<file path="src/hw/rtl/fps_pkg.sv">
`default_nettype none
// ----------------------------------------------------------------------------
// fps_pkg
// Shared types and constants of the flight phase sequencer: field widths,
// phase codes, register indexes, register file and result records.
// ----------------------------------------------------------------------------
package fps_pkg;

    localparam int ALT_BITS      = 20;
    localparam int ALT_OUT_BITS  = 19;
    localparam int THR_BITS      = 19;
    localparam int CONF_BITS     = 4;
    localparam int CNT_BITS      = 5;
    localparam int SERVO_BITS    = 8;
    localparam int CFG_IDX_BITS  = 3;
    localparam int CFG_DATA_BITS = 20;

    localparam logic [ALT_BITS-1:0]   ALT_MAX       = ALT_BITS'(500000);
    localparam logic [CNT_BITS-1:0]   CNT_MAX       = '1;
    localparam logic [SERVO_BITS-1:0] SERVO_OPEN    = SERVO_BITS'(160);
    localparam logic [SERVO_BITS-1:0] SERVO_STOWED  = SERVO_BITS'(90);

    localparam logic signed [ALT_BITS-1:0] RST_REF_ALT  = '0;
    localparam logic [THR_BITS-1:0]        RST_ASC_THR  = THR_BITS'(1000);
    localparam logic [THR_BITS-1:0]        RST_HS_THR   = THR_BITS'(5000);
    localparam logic [THR_BITS-1:0]        RST_PC_THR   = THR_BITS'(2000);
    localparam logic [THR_BITS-1:0]        RST_LAND_THR = THR_BITS'(130);
    localparam logic [CONF_BITS-1:0]       RST_CONFIRM  = CONF_BITS'(4);

    localparam logic MODE_CALIBRATE = 1'b1;

    typedef enum logic [2:0] {
        PH_WAIT       = 3'd0,
        PH_ASCENT     = 3'd1,
        PH_DESCENT    = 3'd2,
        PH_HEATSHIELD = 3'd3,
        PH_PARACHUTE  = 3'd4,
        PH_LANDED     = 3'd5
    } t_phase;

    typedef enum logic [CFG_IDX_BITS-1:0] {
        CFG_REF_ALT  = 3'd0,
        CFG_ASC_THR  = 3'd1,
        CFG_HS_THR   = 3'd2,
        CFG_PC_THR   = 3'd3,
        CFG_LAND_THR = 3'd4,
        CFG_CONFIRM  = 3'd5
    } t_cfg_idx;

    typedef struct packed {
        logic signed [ALT_BITS-1:0] ref_alt;
        logic [THR_BITS-1:0]        asc_thr;
        logic [THR_BITS-1:0]        hs_thr;
        logic [THR_BITS-1:0]        pc_thr;
        logic [THR_BITS-1:0]        land_thr;
        logic [CONF_BITS-1:0]       confirm;
    } t_cfg;

    typedef struct packed {
        t_phase                  phase;
        logic [ALT_OUT_BITS-1:0] altitude;
        logic                    camera_start;
        logic                    heatshield_release;
        logic                    landed_pulse;
        logic                    heatshield_deployed;
        logic                    parachute_deployed;
        logic                    mast_raised;
        logic [SERVO_BITS-1:0]   servo_angle;
    } t_result;

endpackage
`default_nettype wire

</file>
<file path="src/hw/rtl/fps_in_if.sv">
`default_nettype none
// ----------------------------------------------------------------------------
// fps_in_if
// Request channel: one altitude sample or a calibrate request.
// ----------------------------------------------------------------------------
interface fps_in_if;
    import fps_pkg::*;

    logic                       valid;
    logic                       ready;
    logic                       mode;
    logic signed [ALT_BITS-1:0] raw_altitude;

    modport source (output valid, output mode, output raw_altitude, input ready);
    modport sink   (input valid, input mode, input raw_altitude, output ready);
endinterface
`default_nettype wire

</file>
<file path="src/hw/rtl/fps_out_if.sv">
`default_nettype none
// ----------------------------------------------------------------------------
// fps_out_if
// Result channel: phase, corrected altitude, action pulses and deploy flags.
// ----------------------------------------------------------------------------
interface fps_out_if;
    import fps_pkg::*;

    logic                    valid;
    logic                    ready;
    logic [2:0]              phase;
    logic [ALT_OUT_BITS-1:0] altitude;
    logic                    camera_start;
    logic                    heatshield_release;
    logic                    landed_pulse;
    logic                    heatshield_deployed;
    logic                    parachute_deployed;
    logic                    mast_raised;
    logic [SERVO_BITS-1:0]   servo_angle;

    modport source (
        output valid, output phase, output altitude, output camera_start,
        output heatshield_release, output landed_pulse, output heatshield_deployed,
        output parachute_deployed, output mast_raised, output servo_angle,
        input ready
    );
    modport sink (
        input valid, input phase, input altitude, input camera_start,
        input heatshield_release, input landed_pulse, input heatshield_deployed,
        input parachute_deployed, input mast_raised, input servo_angle,
        output ready
    );
endinterface
`default_nettype wire

</file>
<file path="src/hw/rtl/fps_cfg_regs.sv">
`default_nettype none
// ----------------------------------------------------------------------------
// fps_cfg_regs
// Configuration register file: reference altitude, phase thresholds and
// descent confirmation count, written through a plain write port.
// ----------------------------------------------------------------------------
module fps_cfg_regs (
    input  wire logic                               i_clk,
    input  wire logic                               i_rst_n,
    input  wire logic                               i_cfg_we,
    input  wire logic [fps_pkg::CFG_IDX_BITS-1:0]   i_cfg_idx,
    input  wire logic [fps_pkg::CFG_DATA_BITS-1:0]  i_cfg_data,
    output fps_pkg::t_cfg                           o_cfg
);
    import fps_pkg::*;

    t_cfg r_cfg;

    always_ff @(posedge i_clk) begin
        if (!i_rst_n) begin
            r_cfg.ref_alt  <= RST_REF_ALT;
            r_cfg.asc_thr  <= RST_ASC_THR;
            r_cfg.hs_thr   <= RST_HS_THR;
            r_cfg.pc_thr   <= RST_PC_THR;
            r_cfg.land_thr <= RST_LAND_THR;
            r_cfg.confirm  <= RST_CONFIRM;
        end else if (i_cfg_we) begin
            unique case (i_cfg_idx)
                CFG_REF_ALT:  r_cfg.ref_alt  <= $signed(i_cfg_data[ALT_BITS-1:0]);
                CFG_ASC_THR:  r_cfg.asc_thr  <= i_cfg_data[THR_BITS-1:0];
                CFG_HS_THR:   r_cfg.hs_thr   <= i_cfg_data[THR_BITS-1:0];
                CFG_PC_THR:   r_cfg.pc_thr   <= i_cfg_data[THR_BITS-1:0];
                CFG_LAND_THR: r_cfg.land_thr <= i_cfg_data[THR_BITS-1:0];
                CFG_CONFIRM:  r_cfg.confirm  <= i_cfg_data[CONF_BITS-1:0];
                default: ;
            endcase
        end
    end

    assign o_cfg = r_cfg;

endmodule
`default_nettype wire

</file>
<file path="src/hw/rtl/fps_core.sv">
`default_nettype none
// ----------------------------------------------------------------------------
// fps_core
// Altitude correction and clamp, six-phase flight sequencer with its falling
// counter and deploy flags; state advances on each step strobe.
// ----------------------------------------------------------------------------
module fps_core (
    input  wire logic                              i_clk,
    input  wire logic                              i_rst_n,
    input  wire logic                              i_step,
    input  wire logic                              i_mode,
    input  wire logic signed [fps_pkg::ALT_BITS-1:0] i_raw_altitude,
    input  wire fps_pkg::t_cfg                     i_cfg,
    output fps_pkg::t_result                       o_result
);
    import fps_pkg::*;

    t_phase                  r_phase, n_phase;
    logic [ALT_OUT_BITS-1:0] r_prev_alt, n_prev_alt;
    logic [CNT_BITS-1:0]     r_fall_cnt, n_fall_cnt;
    logic                    r_hs_flag, n_hs_flag;
    logic                    r_pc_flag, n_pc_flag;
    logic                    r_mast_flag, n_mast_flag;

    logic [ALT_BITS:0]       w_diff;
    logic [ALT_OUT_BITS-1:0] w_alt;
    logic [CNT_BITS-1:0]     w_cnt_inc;
    logic                    w_cam, w_hs_pulse, w_land;

    // corrected and clamped altitude
    always_comb begin
        w_diff = {i_raw_altitude[ALT_BITS-1], i_raw_altitude}
               - {i_cfg.ref_alt[ALT_BITS-1], i_cfg.ref_alt};
        if (w_diff[ALT_BITS]) begin
            w_alt = '0;
        end else if (w_diff[ALT_BITS-1:0] > ALT_MAX) begin
            w_alt = ALT_MAX[ALT_OUT_BITS-1:0];
        end else begin
            w_alt = w_diff[ALT_OUT_BITS-1:0];
        end
    end

    assign w_cnt_inc = (r_fall_cnt == CNT_MAX) ? r_fall_cnt : r_fall_cnt + 1'b1;

    // next state
    always_comb begin
        n_phase    = r_phase;
        n_fall_cnt = r_fall_cnt;
        if (i_mode == MODE_CALIBRATE) begin
            n_phase = PH_WAIT;
        end else begin
            unique case (r_phase)
                PH_WAIT: begin
                    if (w_alt > i_cfg.asc_thr) n_phase = PH_ASCENT;
                end
                PH_ASCENT: begin
                    if (w_alt < r_prev_alt) begin
                        if (w_cnt_inc > {1'b0, i_cfg.confirm}) begin
                            n_phase    = PH_DESCENT;
                            n_fall_cnt = '0;
                        end else begin
                            n_fall_cnt = w_cnt_inc;
                        end
                    end
                end
                PH_DESCENT: begin
                    if (w_alt < i_cfg.hs_thr) n_phase = PH_HEATSHIELD;
                end
                PH_HEATSHIELD: begin
                    if (w_alt < i_cfg.pc_thr) n_phase = PH_PARACHUTE;
                end
                PH_PARACHUTE: begin
                    if (w_alt < i_cfg.land_thr) n_phase = PH_LANDED;
                end
                PH_LANDED: ;
                default: ;
            endcase
        end
    end

    // outputs: entry pulses, flags, result record
    always_comb begin
        w_cam      = (r_phase == PH_ASCENT) && (n_phase == PH_DESCENT);
        w_hs_pulse = (r_phase == PH_DESCENT) && (n_phase == PH_HEATSHIELD);
        w_land     = (r_phase == PH_PARACHUTE) && (n_phase == PH_LANDED);
        if (i_mode == MODE_CALIBRATE) begin
            n_hs_flag   = 1'b0;
            n_pc_flag   = 1'b0;
            n_mast_flag = 1'b0;
            n_prev_alt  = r_prev_alt;
        end else begin
            n_hs_flag   = r_hs_flag | w_hs_pulse;
            n_pc_flag   = r_pc_flag | ((r_phase == PH_HEATSHIELD) && (n_phase == PH_PARACHUTE));
            n_mast_flag = r_mast_flag | w_land;
            n_prev_alt  = w_alt;
        end
        o_result.phase               = n_phase;
        o_result.altitude            = n_prev_alt;
        o_result.camera_start        = w_cam;
        o_result.heatshield_release  = w_hs_pulse;
        o_result.landed_pulse        = w_land;
        o_result.heatshield_deployed = n_hs_flag;
        o_result.parachute_deployed  = n_pc_flag;
        o_result.mast_raised         = n_mast_flag;
        o_result.servo_angle         = n_pc_flag ? SERVO_OPEN : SERVO_STOWED;
    end

    always_ff @(posedge i_clk) begin
        if (!i_rst_n) begin
            r_phase     <= PH_WAIT;
            r_prev_alt  <= '0;
            r_fall_cnt  <= '0;
            r_hs_flag   <= 1'b0;
            r_pc_flag   <= 1'b0;
            r_mast_flag <= 1'b0;
        end else if (i_step) begin
            r_phase     <= n_phase;
            r_prev_alt  <= n_prev_alt;
            r_fall_cnt  <= n_fall_cnt;
            r_hs_flag   <= n_hs_flag;
            r_pc_flag   <= n_pc_flag;
            r_mast_flag <= n_mast_flag;
        end
    end

endmodule
`default_nettype wire

</file>
<file path="src/hw/rtl/flight_phase_sequencer_top.sv">
`default_nettype none
// ----------------------------------------------------------------------------
// flight_phase_sequencer_top
// Flight phase sequencer: altitude samples in, phase, altitude and deploy
// actions out, with a configuration register file.
//
//   channel   dir  handshake        payload
//   i_req     in   valid / ready    mode, raw_altitude
//   o_res     out  valid / ready    phase, altitude, pulses, flags, servo_angle
//   i_cfg_*   in   write enable     register index, write data
//
// one request per cycle sustained while o_res is ready; a request lands in the
// input register when it is taken, and its result is loaded into the result
// register, and is valid there, as the request leaves the input register
// the sequencer state updates as a request leaves the input register, so
// back-to-back requests see each other's state
// o_res stalls hold the result register; i_req stays ready while the input
// register is empty or moving; synchronous active-low reset, nothing to sweep
// ----------------------------------------------------------------------------
module flight_phase_sequencer_top (
    input  wire logic                              i_clk,
    input  wire logic                              i_rst_n,
    fps_in_if.sink                                 i_req,
    fps_out_if.source                              o_res,
    input  wire logic                              i_cfg_we,
    input  wire logic [fps_pkg::CFG_IDX_BITS-1:0]  i_cfg_idx,
    input  wire logic [fps_pkg::CFG_DATA_BITS-1:0] i_cfg_data
);
    import fps_pkg::*;

    t_cfg    w_cfg;
    t_result w_result;

    logic                       r_in_valid;
    logic                       r_in_mode;
    logic signed [ALT_BITS-1:0] r_in_raw;
    logic                       r_out_valid;
    t_result                    r_out;
    logic                       w_adv;

    fps_cfg_regs u_cfg_regs (
        .i_clk      (i_clk),
        .i_rst_n    (i_rst_n),
        .i_cfg_we   (i_cfg_we),
        .i_cfg_idx  (i_cfg_idx),
        .i_cfg_data (i_cfg_data),
        .o_cfg      (w_cfg)
    );

    fps_core u_core (
        .i_clk          (i_clk),
        .i_rst_n        (i_rst_n),
        .i_step         (w_adv),
        .i_mode         (r_in_mode),
        .i_raw_altitude (r_in_raw),
        .i_cfg          (w_cfg),
        .o_result       (w_result)
    );

    assign w_adv       = r_in_valid && (!r_out_valid || o_res.ready);
    assign i_req.ready = !r_in_valid || w_adv;

    always_ff @(posedge i_clk) begin
        if (!i_rst_n) begin
            r_in_valid <= 1'b0;
        end else if (i_req.ready) begin
            r_in_valid <= i_req.valid;
        end
    end

    always_ff @(posedge i_clk) begin
        if (i_req.ready && i_req.valid) begin
            r_in_mode <= i_req.mode;
            r_in_raw  <= i_req.raw_altitude;
        end
    end

    always_ff @(posedge i_clk) begin
        if (!i_rst_n) begin
            r_out_valid <= 1'b0;
        end else if (w_adv) begin
            r_out_valid <= 1'b1;
        end else if (o_res.ready) begin
            r_out_valid <= 1'b0;
        end
    end

    always_ff @(posedge i_clk) begin
        if (w_adv) begin
            r_out <= w_result;
        end
    end

    assign o_res.valid               = r_out_valid;
    assign o_res.phase               = r_out.phase;
    assign o_res.altitude            = r_out.altitude;
    assign o_res.camera_start        = r_out.camera_start;
    assign o_res.heatshield_release  = r_out.heatshield_release;
    assign o_res.landed_pulse        = r_out.landed_pulse;
    assign o_res.heatshield_deployed = r_out.heatshield_deployed;
    assign o_res.parachute_deployed  = r_out.parachute_deployed;
    assign o_res.mast_raised         = r_out.mast_raised;
    assign o_res.servo_angle         = r_out.servo_angle;

    a_adv_fills_out: assert property (@(posedge i_clk) disable iff (!i_rst_n)
        w_adv |=> r_out_valid)
        else $error("result register not loaded after advance");

    a_in_holds: assert property (@(posedge i_clk) disable iff (!i_rst_n)
        r_in_valid && !w_adv |=> r_in_valid && $stable(r_in_raw) && $stable(r_in_mode))
        else $error("input register changed while stalled");

    a_land_flags: assert property (@(posedge i_clk) disable iff (!i_rst_n)
        r_out_valid && r_out.landed_pulse |-> r_out.mast_raised && r_out.phase == PH_LANDED)
        else $error("landing pulse without mast flag or landed phase");

    a_servo_flag: assert property (@(posedge i_clk) disable iff (!i_rst_n)
        r_out_valid |-> ((r_out.servo_angle == SERVO_OPEN) == r_out.parachute_deployed))
        else $error("servo angle disagrees with parachute flag");

endmodule
`default_nettype wire
</file>
<file path="src/flat_wrapper.sv">
// flat-port wrapper written by rule: the top's interface ports become plain ports
module flight_phase_sequencer_top_flat import fps_pkg::*;
  (i_clk, i_rst_n, i_cfg_we, i_cfg_idx, i_cfg_data, i_req_valid, i_req_mode, i_req_raw_altitude, i_req_ready, o_res_valid, o_res_phase, o_res_altitude, o_res_camera_start, o_res_heatshield_release, o_res_landed_pulse, o_res_heatshield_deployed, o_res_parachute_deployed, o_res_mast_raised, o_res_servo_angle, o_res_ready);
  fps_in_if i_req_i ();
  fps_out_if o_res_i ();
  input  wire logic i_clk;
  input  wire logic i_rst_n;
  input  wire logic i_cfg_we;
  input  wire logic [fps_pkg::CFG_IDX_BITS-1:0] i_cfg_idx;
  input  wire logic [fps_pkg::CFG_DATA_BITS-1:0] i_cfg_data;
  input wire logic [$bits(i_req_i.valid)-1:0] i_req_valid;
  input wire logic [$bits(i_req_i.mode)-1:0] i_req_mode;
  input wire logic [$bits(i_req_i.raw_altitude)-1:0] i_req_raw_altitude;
  output wire logic [$bits(i_req_i.ready)-1:0] i_req_ready;
  output wire logic [$bits(o_res_i.valid)-1:0] o_res_valid;
  output wire logic [$bits(o_res_i.phase)-1:0] o_res_phase;
  output wire logic [$bits(o_res_i.altitude)-1:0] o_res_altitude;
  output wire logic [$bits(o_res_i.camera_start)-1:0] o_res_camera_start;
  output wire logic [$bits(o_res_i.heatshield_release)-1:0] o_res_heatshield_release;
  output wire logic [$bits(o_res_i.landed_pulse)-1:0] o_res_landed_pulse;
  output wire logic [$bits(o_res_i.heatshield_deployed)-1:0] o_res_heatshield_deployed;
  output wire logic [$bits(o_res_i.parachute_deployed)-1:0] o_res_parachute_deployed;
  output wire logic [$bits(o_res_i.mast_raised)-1:0] o_res_mast_raised;
  output wire logic [$bits(o_res_i.servo_angle)-1:0] o_res_servo_angle;
  input wire logic [$bits(o_res_i.ready)-1:0] o_res_ready;
  assign i_req_i.valid = i_req_valid;
  assign i_req_i.mode = i_req_mode;
  assign i_req_i.raw_altitude = i_req_raw_altitude;
  assign i_req_ready = i_req_i.ready;
  assign o_res_valid = o_res_i.valid;
  assign o_res_phase = o_res_i.phase;
  assign o_res_altitude = o_res_i.altitude;
  assign o_res_camera_start = o_res_i.camera_start;
  assign o_res_heatshield_release = o_res_i.heatshield_release;
  assign o_res_landed_pulse = o_res_i.landed_pulse;
  assign o_res_heatshield_deployed = o_res_i.heatshield_deployed;
  assign o_res_parachute_deployed = o_res_i.parachute_deployed;
  assign o_res_mast_raised = o_res_i.mast_raised;
  assign o_res_servo_angle = o_res_i.servo_angle;
  assign o_res_i.ready = o_res_ready;
  flight_phase_sequencer_top u_core (.i_clk(i_clk), .i_rst_n(i_rst_n), .i_req(i_req_i), .o_res(o_res_i), .i_cfg_we(i_cfg_we), .i_cfg_idx(i_cfg_idx), .i_cfg_data(i_cfg_data));
endmodule
</file>
<file path="config.mk">
export PLATFORM = sky130hd
export DESIGN_NAME = flight_phase_sequencer_top_flat
export DESIGN_NICKNAME = d
export VERILOG_FILES = /design/src/hw/rtl/fps_pkg.sv /design/src/hw/rtl/fps_in_if.sv /design/src/hw/rtl/fps_out_if.sv /design/src/hw/rtl/fps_cfg_regs.sv /design/src/hw/rtl/fps_core.sv /design/src/hw/rtl/flight_phase_sequencer_top.sv /design/src/flat_wrapper.sv
export SDC_FILE = /design/constraint.sdc
export NUM_CORES = 1
export LEC_CHECK = 0
export ABC_AREA = 1
export BUFFER_PORTS_ARGS = -buffer_cell sky130_fd_sc_hd__buf_2
export CORE_ASPECT_RATIO = 1.75
export CORE_MARGIN = 1
export CORE_UTILIZATION = 40
export CTS_CLUSTER_DIAMETER = 120
export DETAILED_ROUTE_END_ITERATION = 8
export HOLD_SLACK_MARGIN = 0.08
export PLACE_DENSITY = 0.6
export SKIP_CTS_REPAIR_TIMING = 1
export SYNTH_ARGS = -nofsm -noshare
export SYNTH_HDL_FRONTEND = slang
export SYNTH_HIERARCHICAL = 1
export SYNTH_SLANG_ARGS = --single-unit
</file>
<file path="constraint.sdc">
create_clock -name i_clk -period 4.46 [get_ports i_clk]
set_clock_uncertainty 0.05 [all_clocks]
set_input_delay 0 -clock i_clk [delete_from_list [all_inputs] [get_ports i_clk]]
set_output_delay 0 -clock i_clk [all_outputs]
set_load 0.05 [all_outputs]
</file>
== Yosys cells after proc, flatten, opt, wreduce, memory -nomap -nowiden ==
Index checks and enable logic that the tools add are counted.

* Register bits: 189
* Bits of input ports: 49
* Output and inout port bits: 38
* Word-level logic and storage cells: 91

* Add/sub/neg operators: 2
* Order comparisons: 7
* Equality and inequality tests: 14
* Multiplexer cells: 19
* Bitwise gates (word level): 4
* Reductions and logical operators: 20

{| class="wikitable"
|+ Operators by type and width
! kind !! count
|-
| $lt A19 B19 Y1 || 4
|-
| $mux W19 || 3
|-
| $mux W3 || 7
|-
| $sub A20 B20 Y21 || 1
|-
| $gt A20 B19 Y1 const B || 1
|-
| $gt A19 B19 Y1 || 1
|-
| $eq A3 B2 Y1 const B || 6
|-
| $eq A3 B3 Y1 const B || 5
|-
| $pmux W3 S5 || 1
|-
| $reduce_and A2 Y1 || 6
|-
| $mux W5 || 2
|-
| $mux W8 || 1
|-
| $eq A3 B1 Y1 const B || 2
|-
| $logic_and A1 B1 Y1 || 6
|-
| $logic_not A3 Y1 || 2
|-
| $add A5 B1 Y5 const B || 1
|-
| $eq A5 B5 Y1 const B || 1
|-
| $gt A5 B4 Y1 || 1
|-
| $mux W1 || 5
|-
| $reduce_and A4 Y1 || 1
|-
| $or A1 B1 Y1 || 3
|-
| $logic_not A1 Y1 || 2
|-
| $logic_or A1 B1 Y1 || 2
|-
| $reduce_bool A2 Y1 || 1
|-
| $not A1 Y1 || 1
|}

== Logic depth before layout (Yosys ltp) ==
Gate-level depths: netlist of run 1.

* Depth in word-level cells: 13
* Depth in mapped cells: 39
* Gate-level depth less buffers: 37

== By module ==
Netlist of run 1, hierarchy kept.

{| class="wikitable"
|+ Modules (own cells, without submodules)
! module !! times used !! cells an instance !! area an instance (um^2) !! sequential area each (um^2)
|-
| fps_core || 1 || 944 || 5724.2 || 600.6
|-
| fps_cfg_regs || 1 || 558 || 4002.6 || 2001.9
|-
| flight_phase_sequencer_top || 1 || 70 || 1806.7 || 1751.7
|}

== Least setup slack after synthesis of run 1 ==
No wires, ideal clock.

* Path kind: flip-flop to flip-flop
* Start: register u_core.r_in_raw[0]
* End: register u_core.r_out (netlist bit u_core/o_res.heatshield_deployed) (data pin)
* Setup time: 0.251 ns
* Data arrival time: 4.180 ns
* Data required time: 4.159 ns
* Slack: -0.021 ns
* Stages on the path, launching flop included: 37
* Path buffers: 1
* Clock period less this slack: 4.481 ns
* Cells stage by stage: edfxtp_1 inv_1 ha_1 fa_1 inv_1 nand3_1 nand3_1 nand2_1 nand2_1 nand3_1 nand2_1 nand2_1 nand2_1 nand2_1 nor2_2 nand4_2 nand2_4 nand2_1 nor2_1 ha_1 nand2_1 nor2_1 a211oi_1 o221ai_1 nand2_1 nand2_1 a21oi_1 o21ai_0 a31oi_1 nand2_1 nor2_1 nand3_1 nand2_2 nor2_4 nor2_2 nor2_1 buf_4

* Longest elaborated chain between the ends: 12
* Elaborated cells on any way between the ends: 20
* Those cells by class: add/sub (1); order compare (6); eq/ne (1); mux (10); bitwise (1); reduce/logical (1)

{| class="wikitable"
|+ RTL lines
! what !! line !! RTL
|-
| start, declared || flight_phase_sequencer_top.sv:36 || <nowiki>logic signed [ALT_BITS-1:0] r_in_raw;</nowiki>
|-
| start signal, assigned || flight_phase_sequencer_top.sv:74 || <nowiki>r_in_raw <= i_req.raw_altitude;</nowiki>
|-
| $sub A20 B20 Y21 (*) || fps_core.sv:33 || <nowiki>- {i_cfg.ref_alt[ALT_BITS-1], i_cfg.ref_alt};</nowiki>
|-
| $gt A20 B19 Y1 || fps_core.sv:36 || <nowiki>end else if (w_diff[ALT_BITS-1:0] > ALT_MAX) begin</nowiki>
|-
| $mux W19 || fps_core.sv:36 ||
|-
| $mux W19 (*) || fps_core.sv:34 || <nowiki>if (w_diff[ALT_BITS]) begin</nowiki>
|-
| $lt A19 B19 Y1, or another cell as far along || fps_core.sv:73 || <nowiki>if (w_alt < i_cfg.land_thr) n_phase = PH_LANDED;</nowiki>
|-
| $mux W3 (on tied branches) || -- ||
|-
| $pmux W3 S5 (*) || fps_core.sv:52 || <nowiki>unique case (r_phase)</nowiki>
|-
| $mux W3 (*) || fps_core.sv:49 || <nowiki>if (i_mode == MODE_CALIBRATE) begin</nowiki>
|-
| $eq A3 B2 Y1 (*) || fps_core.sv:84 || <nowiki>w_hs_pulse = (r_phase == PH_DESCENT) && (n_phase == PH_HEATSHIELD);</nowiki>
|-
| $logic_and A1 B1 Y1 (*) || fps_core.sv:84 ||
|-
| via u_core.u_core.w_hs_pulse || fps_core.sv:28 || <nowiki>logic w_cam, w_hs_pulse, w_land;</nowiki>
|-
| $or A1 B1 Y1 (*) || fps_core.sv:92 || <nowiki>n_hs_flag = r_hs_flag | w_hs_pulse;</nowiki>
|-
| $mux W1 (*) || fps_core.sv:86 || <nowiki>if (i_mode == MODE_CALIBRATE) begin</nowiki>
|-
| via u_core.u_core.n_hs_flag || fps_core.sv:21 || <nowiki>logic r_hs_flag, n_hs_flag;</nowiki>
|-
| end signal, assigned || flight_phase_sequencer_top.sv:90 || <nowiki>r_out <= w_result;</nowiki>
|-
| end, declared || flight_phase_sequencer_top.sv:38 || <nowiki>t_result r_out;</nowiki>
|}

Mark *: on every way through the listed nets, which the timed path passes. The rest lies on a longest branch.
A chain may end at the register's enable or synchronous reset.

==> metrics.md, run 1 <==
| Metric | Value |
|---|---|
| Status | `finished with violations` |
| Violated checks | `setup timing` |
| Total GRT Usage | `23.3%` |
| Core ar. | `28200 um^2` |
| WP data required | `4.59 ns` |
| Largest net degree at the start of global routing | `64` |
| Later-pin clock latency in the skew report | `0.45 ns` |
| Final worst setup slack | `-0.150 ns` |
| CTS HTree Levels | `4` |
| Worst path max stage delay | `0.40 ns` |
| Total congestion overflow | `0` |
| Global-route wire length before repair | `51.5 mm` |
| Period minus WS final | `4.61 ns` |
| Register area share after synthesis | `37.8%` |
| Path category of the worst min-delay check | `input pin to flop` |
| Initial antenna violation count | `0` |
| Pwr dens | `324 nW/um^2` |
| Final Instance Count excl. Fillers | `2199` |
| VDD IR max | `0.309 mV` |
| Final ANT Viol Nets | `0` |
| Die H | `227 um` |
| Synthesis warning total | `6` |
| Final Hold Vio Count | `0` |
| Antenna Diode Count | `0` |
| Relative slew margins | `29.2%` |
| Final setup violation count | `7` |
| R2R Setup Slk | `-0.15 ns` |
| DRT iter0 DRCs | `484` |
| Slew Viols, Final | `0` |
| CTS tree | `yes` |
| Gate Count Post-Synth | `1572` |
| Period utilisation layout | `103%` |
| Placed Cells | `2102` |
| FFs w/ async S/R, synth | `0%` |
| Setup crit end kind | `flop` |
| Layout area overhead | `29.8%` |
| Root Buffer | `clkbuf_16` |
| Post-Place Worst Slack | `-0.375 ns` |
| Post-Syn Area | `11500 um^2` |
| Clk slew on worst S/H paths | `0.07 ns` |
| Syn avg cell area | `7.34 um^2` |
| WL/cell | `15.5 um` |
| I/O pins | `87` |
| Startpoint types | `flop` |
| PortBufs | `86` |
| Yosys reg bits | `189` |
| Top FF cell, synth | `dfxtp_1` |
| Layout cells sized above 1 | `23.5%` |
| TritonCTS Buffers | `17` |
| Initial Util | `40.9%` |
| CP Max Fanout | `5` |
| Worst path most repeated cell | `nand2_1` |
| Fin nets | `1979` |
| P_leak | `6.79 nW` |
| Die ar. | `29500 um^2` |
| Kind of critical path | `flop to flop` |
| Vias/cell | `4.93` |
| First-pass iteration count of the detailed router | `5` |
| DRC | `0` |
| Fmax | `217 MHz` |
| Rows | `81` |
| RSZ-0062 raised after global routing | `true` |
| RePlAce Congestion | `0.919` |
| Dpl hpwl | `26.2 mm` |
| Crit path DAT | `4.74 ns` |
| Routed WL | `34.0 mm` |
| Setup TNS | `-0.602 ns` |
| Longest Clk Path Bufs | `2` |
| Chip width | `130 um` |
| Fillers | `2756` |
| Vias in the first global route | `10100` |
| Worst-Margin Slew | `1.06 ns` |
| Max-Cap Viols | `0` |
| DR vias | `10800` |
| Num Clock Sinks | `189` |
| CP max stage cell | `fa_2` |
| Unique masters post-synth | `45` |
| Post-synth EDFFs | `57` |
==> placed cells by master (no fill, tap or decap), types with 16 or more instances in the layout <==
cell type and n:
ha_4 18, edfxtp_1 57, a21oi_2 22, ha_1 95
dlygate4sd3_1 54, dfxtp_1 130, clkbuf_16 17, nand2_2 36
nor2_1 200, o21ai_0 39, nor2_4 16, a21oi_1 69
buf_4 130, inv_1 228, buf_2 85, nand3_1 125
nand2_1 332, nor2_2 17
==> cells by family after synthesis <==
family,after synthesis,synth area share [%]
adders and majority gates,117,12.8
xor gates and xnor gates,9,0.683
other,1,0.0325
buffers and inverters,299,11.1
AOI/OAI and AO/OA,167,8.03
and+or+nand+nor,790,29.7
DFF,189,37.8
==> registers in the layout, summed over array words and instances (netlist names), 3 cells and up <==
register and cells:
u_core/u_core/r_phase 3, u_core/o_res.servo_angle 8, u_core/u_core/r_fall_cnt 5, u_core/o_res.altitude 19, u_core/o_res.phase 3, u_core/u_core/r_prev_alt 19
u_core/u_cfg_regs/o_cfg 100, u_core/r_in_raw 20
==> worst max-delay path, delay by kind of cell (launching register included) <==
kind	cells	cell delay, ns
compound gates	5	0.84
xor+xnor	1	0.36
fa+ha+maj	3	0.80
buf+inv	3	0.24
flops	1	0.32
simple gates	22	1.73
==> worst paths after layout <==
path,start,to,cells after the start
worst max-delay path,u_core/r_in_raw[0],u_core/o_res.heatshield_deployed,34
worst min-delay path,i_req_raw_altitude[12],u_core/r_in_raw[12],2
worst max register to register,u_core/r_in_raw[0],u_core/o_res.heatshield_deployed,34
worst min register to register,u_core/u_cfg_regs/o_cfg[30],u_core/u_cfg_regs/o_cfg[30],2
==> cell usage after synthesis (7+ instances only) <==
cell type	number	area, um^2
nor3_1	11	55.1
buf_6	11	124
a211oi_1	14	105
edfxtp_1	57	1710
o21ai_0	43	215
nand2_1	359	1350
inv_2	7	26.3
nor2_1	215	807
dfxtp_1	132	2640
inv_1	234	878
a21oi_1	90	450
ha_1	116	1450
nor2_2	10	62.6
buf_4	17	128
nand3_2	7	70.1
nand2_2	14	87.6
nand3_1	135	676
nand4_1	12	75.1
nor2_4	8	90.1
clkbuf_1	11	41.3
buf_1	11	41.3
==> final cells by class <==
class	instances	area, um^2	share of cell area, %
Inverter	242	911	6.08
Timing Repair Buffer	277	2030	13.6
Tap cell	373	467	3.12
Clock inverter	12	114	0.760
Sequential cell	189	4360	29.1
Multi-Input combinational cell	1086	6660	44.5
Clock buffer	20	437	2.92
==> where the power goes <==
group	leakage, nW	switching, W	total, W	internal [W]
clock	0.259	0.000692	0.00147	0.000774
combinational	4.91	0.000872	0.00150	0.000628
sequential	1.62	0.0000335	0.00188	0.00184
total	6.79	0.00160	0.00484	0.00325
==> layer usage <==
metal | global-route usage, % | up-vias | part of all wire (%)
li1 | - | 5515 | -
met1 | 23.5 | 4990 | 37
met2 | 44.4 | 244 | 54
met3 | 3.26 | 98 | 2.6
met4 | 14.0 | 0 | 5.9
met5 | 0 | - | 0
==> through the flow <==
| stage | cell area, um^2 | power, W | hold slack [ns] | util, % |
|---|---|---|---|---|
| floorplan | 11500 | 0.00266 | 0.0489 | - |
| global placement | 13000 | 0.00315 | 0.126 | 46.3 |
| detailed placement | 13000 | 0.00318 | 0.128 | 46.3 |
| CTS | 13600 | 0.00465 | -0.358 | 48.2 |
| global route | 15000 | 0.00510 | 0.181 | 53.1 |
| finish | 15000 | 0.00484 | 0.201 | 53.1 |
Note: power is estimated with default switching activity, not from simulation.
==> inputs of run 2 (changes only) <==
==> constraint.sdc (replaced) <==
create_clock -name i_clk -period 4.46 [get_ports i_clk]
set_clock_uncertainty 0.05 [all_clocks]
set_input_delay 0.892 -clock i_clk [delete_from_list [all_inputs] [get_ports i_clk]]
set_output_delay 0.892 -clock i_clk [all_outputs]
set_load 0.05 [all_outputs]
==> run 2 against run 1 <==
Compared with the run above:
- the run still ends with setup timing left
- critical path depth fell by 4
- sequential share of layout area increased by 1.2 points
- final cell count decreased by 2.3%
- register-to-register slack lost 0.14 ns
- first-iteration DRC count rose by 14%
- largest power group unchanged
==> metrics.md, run 2 (same netlist as run 1, synthesis figures left out) <==
| Metric | Value |
|---|---|
| Layout cells sized above 1 | `23.2% (-0.34 points)` |
| First-pass iteration count of the detailed router | `7 (+2)` |
| Kind of critical path | `flop to flop` |
| Sw Share | `33.3% (+0.31 points)` |
| Worst r2r src | `u_core/r_in_raw[1]` |
| Startpoint types | `flop` |
| Core Util, Final | `51.0% (-2.2 points)` |
| Core ar. | `28200 um^2 (unchanged)` |
| DRC | `0 (unchanged)` |
| TritonCTS Buffers | `17 (unchanged)` |
| Design area | `14400 um^2 (-4.1%)` |
| Longest Clk Path Bufs | `2 (unchanged)` |
| Most common cell after layout, fill and taps aside | `nand2_1` |
| Fmax | `211 MHz (-2.9%)` |
| Total congestion overflow | `0 (unchanged)` |
| Slew Viols, Final | `0 (unchanged)` |
| WP data required | `4.60 ns (about the same)` |
| RePlAce Congestion | `0.901 (-2.0%)` |
| Final worst setup slack | `-0.285 ns (-0.135 ns)` |
| CTS HTree Levels | `4 (unchanged)` |
| I/O pins | `87 (unchanged)` |
| Initial Util | `40.9% (unchanged)` |
| Int Power | `0.00318 W (-2.2%)` |
| Chip width | `130 um (unchanged)` |
| Dpl hpwl | `26.0 mm (-0.85%)` |
| Root Buffer | `clkbuf_16` |
| Fin nets | `1928 (-2.6%)` |
| Setup TNS | `-2.56 ns (-1.96 ns)` |
| PortBufs | `86 (unchanged)` |
| DRT iter0 DRCs | `550 (+14%)` |
| Relative slew margins | `33.9% (+4.7 points)` |
| Clk slew on worst S/H paths | `0.07 ns (about the same)` |
| Final ANT Viol Nets | `0 (unchanged)` |
| Period minus WS final | `4.74 ns (+0.135 ns)` |
| Vias/cell | `4.91 (-0.43%)` |
| Total GRT Usage | `23.3% (about the same)` |
| Seq pwr share | `39.5% (+0.7 points)` |
| Commonest cells after routing, fill and taps aside | `335 x nand2_1, 230 x inv_1, 205 x nor2_1` |
| DR vias | `10600 (-2.7%)` |
| Antenna Diode Count | `0 (unchanged)` |
| Post-place instance area | `13100 um^2 (about the same)` |
| Die ar. | `29500 um^2 (unchanged)` |
| Crit. Startpoint | `u_core/r_in_raw[1]` |
| CTS tree | `yes` |
| Routed WL | `33.4 mm (-1.9%)` |
| Rows | `81 (unchanged)` |
| Switching Power | `0.00158 W (-0.83%)` |
| Post-Place Worst Slack | `-0.553 ns (-0.178 ns)` |
| Worst path max stage delay | `0.40 ns (about the same)` |
| Max-Cap Viols | `0 (unchanged)` |
| RSZ-0062 raised after global routing | `true` |
| Combinational fraction of design power | `29.6% (-1.4 points)` |
| VDD IR max | `0.298 mV (-3.7%)` |
| Status | `finished with violations` |
| Hold wc startpoint | `u_core/u_core/r_fall_cnt[4]` |
| P_leak | `6.59 nW (-2.9%)` |
| CP Max Fanout | `7 (+2)` |
| Die H | `227 um (unchanged)` |
| Worst hold margin | `0.414 ns (+0.212 ns)` |
| WL/cell | `15.5 um (+0.40%)` |
| Pwr dens | `331 nW/um^2 (+2.4%)` |
| Final setup violation count | `20 (+13)` |
| Global-route wire length before repair | `51.5 mm (+0.15%)` |
| Setup crit end kind | `flop` |
| Final Hold Vio Count | `0 (unchanged)` |
| Period utilisation layout | `106% (+3.0 points)` |
| Worst-Margin Slew | `0.990 ns (-0.0698 ns)` |
| Largest net degree at the start of global routing | `76 (+19%)` |
| Clock power share | `31.0% (+0.7 points)` |
| Num Clock Sinks | `189 (unchanged)` |
| Number of flip-flops under the largest register name | `100 (unchanged)` |
| Layout area overhead | `24.6%` |
| Later-pin clock latency in the skew report | `0.46 ns (about the same)` |
| Initial antenna violation count | `0 (unchanged)` |
| Violated checks | `setup timing` |
| CP max stage cell | `edfxtp_1` |
| Path category of the worst min-delay check | `flop to flop` |
| Vias in the first global route | `10300 (+1.1%)` |
| Crit path DAT | `4.88 ns (+0.14 ns)` |
[run 2: changes by cell type in the layout (fill, tap and decap cells not counted), moves of 4 or more]
| cell | previous run | this run |
|---|---|---|
| o21ai_1 | 5 | 1 |
| a21oi_2 | 22 | 15 |
| nor2_1 | 200 | 205 |
| dlygate4sd3_1 | 54 | 0 |
| a21oi_1 | 69 | 77 |
| nor2_2 | 17 | 13 |
[run 2: stage by stage]
stage | power [W] | instances
final | 0.00476 | 2148
after global routing | 0.00502 | 2148
after CTS | 0.00464 | 2132
after detailed placement | 0.00316 | 2100
after global placement | 0.00313 | 2100
after floorplan | 0.00266 | 1573
[run 2: path summary, 6_finish.rpt]
kind                                           end  slack, ns  cells past startpoint
setup / recovery  u_core/o_res.heatshield_deployed      -0.28                     30
hold / removal         u_core/u_core/r_fall_cnt[4]       0.41                      2
setup reg to reg  u_core/o_res.heatshield_deployed      -0.28                     30
hold reg to reg        u_core/u_core/r_fall_cnt[4]       0.41                      2
[run 2: worst max-delay path: cells and delay by family, from the launching register on]
kind | cells | cell delay [ns]
buffers and inverters | 5 | 0.87
AOI/OAI and AO/OA | 1 | 0.08
adders and majority gates | 2 | 0.60
xor gates and xnor gates | 1 | 0.17
and+or+nand+nor | 21 | 2.31
DFF | 1 | 0.40
[run 2: per-layer routing]
layer	track usage, %	wire (um)
met1	23.2	12500
met2	44.7	18200
met3	3.09	805
met4	14.2	1840
met5	0	0
[run 2: power by group through the flow]
| stage | combinational, W | clock [W] | sequential, W |
|---|---|---|---|
| after global routing | 0.00156 | 0.00157 | 0.00189 |
| after CTS | 0.00125 | 0.00152 | 0.00187 |
| after floorplan | 0.000695 | 0 | 0.00196 |
| after detailed placement | 0.00124 | 0 | 0.00191 |
| final | 0.00141 | 0.00147 | 0.00188 |
| after global placement | 0.00122 | 0 | 0.00191 |
[run 2: layout make-up]
class                      instances  area (um^2)
fill                            2858        13800
inverter                         242          908
timing repair buffer             226         1540
multi-input combinational       1086         6540
sequential                       189         4350
clock inverter                    13          106
tap                              373          467
clock buffer                      19          453
